--- src/hdl/staged_command_ring_core_macros.svh ---
// Assertion macros shared by the staged command ring RTL.
// Included by the top level; depends on nothing else.
`ifndef STAGED_COMMAND_RING_CORE_MACROS_SVH
`define STAGED_COMMAND_RING_CORE_MACROS_SVH

// Asserts an implication on every clock edge outside reset.
`define SCR_ASSERT_IMPL(label, ante, cons) \
  label: assert property (@(posedge clk_i) disable iff (!rst_ni) (ante) |-> (cons)) \
    else $error("assertion failed");

// Asserts an implication in the next cycle outside reset.
`define SCR_ASSERT_NEXT(label, ante, cons) \
  label: assert property (@(posedge clk_i) disable iff (!rst_ni) (ante) |=> (cons)) \
    else $error("assertion failed");

`endif

--- src/hdl/scr_pkg.sv ---
// Package for the staged command ring: operation and status codes, shared types.
// No dependencies.
`default_nettype none
package scr_pkg;
  localparam int unsigned RingDepthDefault = 1024;
  localparam logic [10:0] CapacityReset = 11'd1024;
  localparam logic [63:0] FirstSeqReset = 64'd1;

  typedef enum logic [3:0] {
    OP_PUBLISH     = 4'd0,
    OP_REPLAY      = 4'd1,
    OP_RESTORE     = 4'd2,
    OP_COPY        = 4'd3,
    OP_DURABLE     = 4'd4,
    OP_FAIL        = 4'd5,
    OP_READ_RISK   = 4'd6,
    OP_RISK        = 4'd7,
    OP_READ_RES    = 4'd8,
    OP_RES_CONSUME = 4'd9
  } op_e;

  typedef enum logic [2:0] {
    ST_OK           = 3'd0,
    ST_PERSIST      = 3'd1,
    ST_EXHAUSTED    = 3'd2,
    ST_BAD_SEQ      = 3'd3,
    ST_FULL         = 3'd4,
    ST_EMPTY        = 3'd5,
    ST_BAD_COUNT    = 3'd6,
    ST_BAD_DECISION = 3'd7
  } status_e;

  localparam logic [3:0] OpPublish = 4'd0;
  localparam logic [3:0] OpReplay = 4'd1;
  localparam logic [3:0] OpRestore = 4'd2;
  localparam logic [3:0] OpCopy = 4'd3;
  localparam logic [3:0] OpDurable = 4'd4;
  localparam logic [3:0] OpFail = 4'd5;
  localparam logic [3:0] OpReadRisk = 4'd6;
  localparam logic [3:0] OpRisk = 4'd7;
  localparam logic [3:0] OpReadRes = 4'd8;
  localparam logic [3:0] OpResConsume = 4'd9;

  localparam logic [2:0] StOk = 3'd0;
  localparam logic [2:0] StPersist = 3'd1;
  localparam logic [2:0] StExhausted = 3'd2;
  localparam logic [2:0] StBadSeq = 3'd3;
  localparam logic [2:0] StFull = 3'd4;
  localparam logic [2:0] StEmpty = 3'd5;
  localparam logic [2:0] StBadCount = 3'd6;
  localparam logic [2:0] StBadDecision = 3'd7;

  // One request as it travels from the front part to the back part.
  typedef struct packed {
    logic [3:0]  operation;
    logic        operation_ext;
    logic [63:0] command_payload;
    logic [63:0] given_sequence;
    logic [31:0] offset_or_count;
    logic [1:0]  check_decision;
    logic [63:0] check_data;
  } req_t;
endpackage
`default_nettype wire

--- src/hdl/scr_front.sv ---
// Front part: accepts requests into a two-entry queue.
// Depends on scr_pkg.
`default_nettype none
module scr_front import scr_pkg::*; (
  input  wire logic clk_i,
  input  wire logic rst_ni,
  input  wire logic in_valid_i,
  output logic      in_stall_o,
  input  wire req_t in_req_i,
  output logic      q_valid_o,
  input  wire logic q_pop_i,
  output req_t      q_req_o
);
  req_t req_q [2];
  logic [1:0] cnt_q;
  logic rd_q, wr_q;
  logic push;

  assign in_stall_o = (cnt_q == 2'd2);
  assign push = in_valid_i && !in_stall_o;
  assign q_valid_o = (cnt_q != 2'd0);
  assign q_req_o = req_q[rd_q];

  // Queue storage.
  always_ff @(posedge clk_i) begin
    if (push) begin
      req_q[wr_q] <= in_req_i;
    end
  end

  // Queue pointers and fill count.
  always_ff @(posedge clk_i or negedge rst_ni) begin
    if (!rst_ni) begin
      cnt_q <= 2'd0;
      rd_q <= 1'b0;
      wr_q <= 1'b0;
    end else begin
      if (push) wr_q <= !wr_q;
      if (q_pop_i) rd_q <= !rd_q;
      cnt_q <= cnt_q + {1'b0, push} - {1'b0, q_pop_i};
    end
  end
endmodule
`default_nettype wire

--- config.mk ---
export PLATFORM = sky130hd
export DESIGN_NAME = scr_front
export DESIGN_NICKNAME = d
export VERILOG_FILES = /design/src/hdl/staged_command_ring_core_macros.svh /design/src/hdl/scr_pkg.sv /design/src/hdl/scr_front.sv
export SDC_FILE = /design/constraint.sdc
export NUM_CORES = 1
export LEC_CHECK = 0
export BUFFER_PORTS_ARGS = -buffer_cell sky130_fd_sc_hd__buf_4
export CAP_MARGIN = 20
export CORE_ASPECT_RATIO = 1.1
export CORE_MARGIN = 8
export CORE_UTILIZATION = 30
export DETAILED_ROUTE_END_ITERATION = 8
export PLACE_DENSITY = 0.61
export RECOVER_POWER = 25
export SETUP_SLACK_MARGIN = 0.2
export SYNTH_ARGS = -nofsm -noshare
export SYNTH_HDL_FRONTEND = slang
export SYNTH_SLANG_ARGS = --single-unit
export TNS_END_PERCENT = 1
--- constraint.sdc ---
create_clock -name clk_i -period 13.51 [get_ports clk_i]
set_input_delay 0.6755 -clock clk_i [delete_from_list [all_inputs] [get_ports clk_i]]
set_output_delay 0.6755 -clock clk_i [all_outputs]
set_load 0.02 [all_outputs]
==> out/metrics.cfg <==
[pwr]
powerDensity_mw_per_mm2=230
leakage_nw=9.01
irDropWorstVdd_v=0.000129

[clocking]
clk_path_buf_depth=3
htree_levels=2
clk_pin_slew_worst_paths_ps=60
clk_latency_ps=570
cts_tree=done
cts_sinks=466
clock-root-buffer=clkbuf_16
cts-buffers-inserted=50
post_cts_resized=0

[critical_path]
crit_fanout=52
r2r_end=req_q[1][212]$_DFFE_PP_
endpoint_kind=output port
reg2regPathDepth=4
startpoint_type=flip-flop
crit_type=flip-flop to output port
crit_start=rd_q$_DFFE_PN0P_
critical_path_arrival_ps=3580
required_ps=12830
r2r_start=cnt_q[1]$_DFF_PN0_
rrSetupSlack_ps=10070
cp-endpoint=q_req_o[180]

[synth]
yosys_warnings=0
synthesis.nets=973
yosysUniqueCellTypes=16
avgSynthCellArea_um2=23.9
ys_ff_latch=466
seq_area_frac_synth_pct=79.4
synth_cells=736
synth.cell_area_mm2=0.0176

[timing]
drv_slew=0
fmax_mhz=235
tightest_slew_ps=1140
worst_clock_skew_ps=11.2
rsz0062_at_grt=no
finalSetupTns_ps=0
post-route-period-util_pct=31.5
max_slew_margin_pct=24.2
final-hold-violation-count=0
fin_crit_ps=4260
hold_ws_ps=293
setup-violations-final=0

[outcome]
status=complete, no violations

[floorplan]
initial_core_util_pct=30.2
core_area_mm2=0.0583
dieHeight_um=270
fp.dieArea_mm2=0.0667
row_count=93
die_w_um=247
ios=468

[global_routing]
grt_pass1_wl_um=60100
grtUsageTotal_pct=11.9
grt_start_max_net_pins=152
grt_pass1_vias=9407
antenna_found_initial=7
overflow=0

[detailed_routing]
antenna_left=0
drt_iter0_drc=410
viasPerCell=4.23
drt_wl_total_um=41600
vias=8627
drc=0
wl_per_cell_um=20.4
drtPass1Iterations=4

[place]
finalWeightedCongestion=0.714
io_buffer_count=467
hpwl_um=29200

[worst_hold_path]
hold_depth=1
hold_path.class=primary input to flip-flop

[final_layout]
fin_nets=1476
area_growth_pct=32.9
fillers=5307
layout-drive-gt1-share_pct=58.8

[job]
drv_cap=0

==> Yosys cell counts, drive strengths merged <==
| cell type | instances | area [µm²] |
|---|---|---|
| and3 | 1 | 6.26 |
| buf | 26 | 265 |
| dfrtp | 4 | 100 |
| edfxtp | 462 | 13900 |
| ha | 2 | 25.0 |
| inv | 2 | 7.51 |
| mux2 | 231 | 3280 |
| nand2 | 1 | 3.75 |
| nand2b | 1 | 6.26 |
| nor2 | 1 | 3.75 |
| or2 | 1 | 6.26 |
| xnor2 | 3 | 26.3 |
| xor2 | 1 | 8.76 |
==> through the flow <==
step                      std cells  power, W  util, %  worst slack [ps]  cell area, µm²
after CTS                      2038   0.00551     40.3              9070           23500
after detailed placement       1946   0.00416     37.6              9710           21900
final                          2040   0.00540     40.2              9250           23400
after global routing           2038   0.00564     40.1              9000           23400
after floorplan                 736   0.00350        -              2340           17600
after global placement         1946   0.00414     37.6              9720           21900
==> cells by family after synthesis <==
kind of cell	count (synthesis)	synth area share, %
flops	466	79.4
mux	231	18.6
buf+inv	28	1.55
simple gates	5	0.149
xor+xnor	4	0.199
fa+ha+maj	2	0.142
==> cell type report <==
type,instances,area (µm²),area share (%)
well taps,760,951,4.06
clock inverters,19,175,0.748
diodes,2,5.00,0.0214
clock buffers,72,1430,6.10
multi-input cells,242,3380,14.4
repair buffers,477,3490,14.9
inverters,2,7.51,0.0321
flip-flops and latches,466,14000,59.7
==> routing by layer <==
metal / wire length, µm / global-route usage [%] / vias to the layer above
met4: 1090 / 3.75 / 10
met3: 4070 / 5.17 / 82
met5: 72 / 0 / -
met2: 20900 / 20.7 / 337
li1: - / - / 3956
met1: 15500 / 12.8 / 4242
==> what timing repair did <==
| item | in CTS | in global routing |
|---|---|---|
| hold buffers | 1 | 0 |
| buffers inserted | 0 | 0 |
| hold endpoints to repair | 4 | 0 |
==> where the power goes <==
part           internal [W]  total (W)  switching, W
clock network      0.000789    0.00132      0.000534
logic              0.000924    0.00199       0.00107
registers           0.00198    0.00208      0.000100
total               0.00370    0.00540       0.00170
==> worst max-delay path, stage by stage, from the launching register on <==
cell and delay, ps:
dfrtp_4 790, buf_4 770, buf_4 870, mux2_4 370
buf_4 160
==> registers in the layout, summed over array words and instances (netlist names) <==
name	flops
wr_q	1
req_q	462
cnt_q	2
rd_q	1
==> worst min path at each step <==
| stage | startpoint | to |
|---|---|---|
| global route | in_req_i[124] | req_q[1][124]$_DFFE_PP_ |
| detailed placement | rst_ni | cnt_q[1]$_DFF_PN0_ |
| global placement | rst_ni | cnt_q[0]$_DFF_PN0_ |
| CTS | in_req_i[135] | req_q[0][135]$_DFFE_PP_ |
| floorplan | rst_ni | cnt_q[0]$_DFF_PN0_ |
| finish | in_req_i[219] | req_q[1][219]$_DFFE_PP_ |
==> layout by cell type, fill, tap and decap left out, drive strengths merged <==
cell / Yosys / final
edfxtp: 462 / 462
ha: 2 / 2
dlygate4sd3: 0 / 1
xnor2: 3 / 3
clkbuf: 0 / 227
and3: 1 / 1
or2: 1 / 1
clkinvlp: 0 / 2
clkinv: 0 / 13
mux2: 231 / 231
dfrtp: 4 / 4
xor2: 1 / 1
buf: 26 / 321
diode: 0 / 2
nor2: 1 / 1
nand2: 1 / 1
inv: 2 / 3
bufinv: 0 / 3
nand2b: 1 / 1
(Power assumes the default switching activity.)
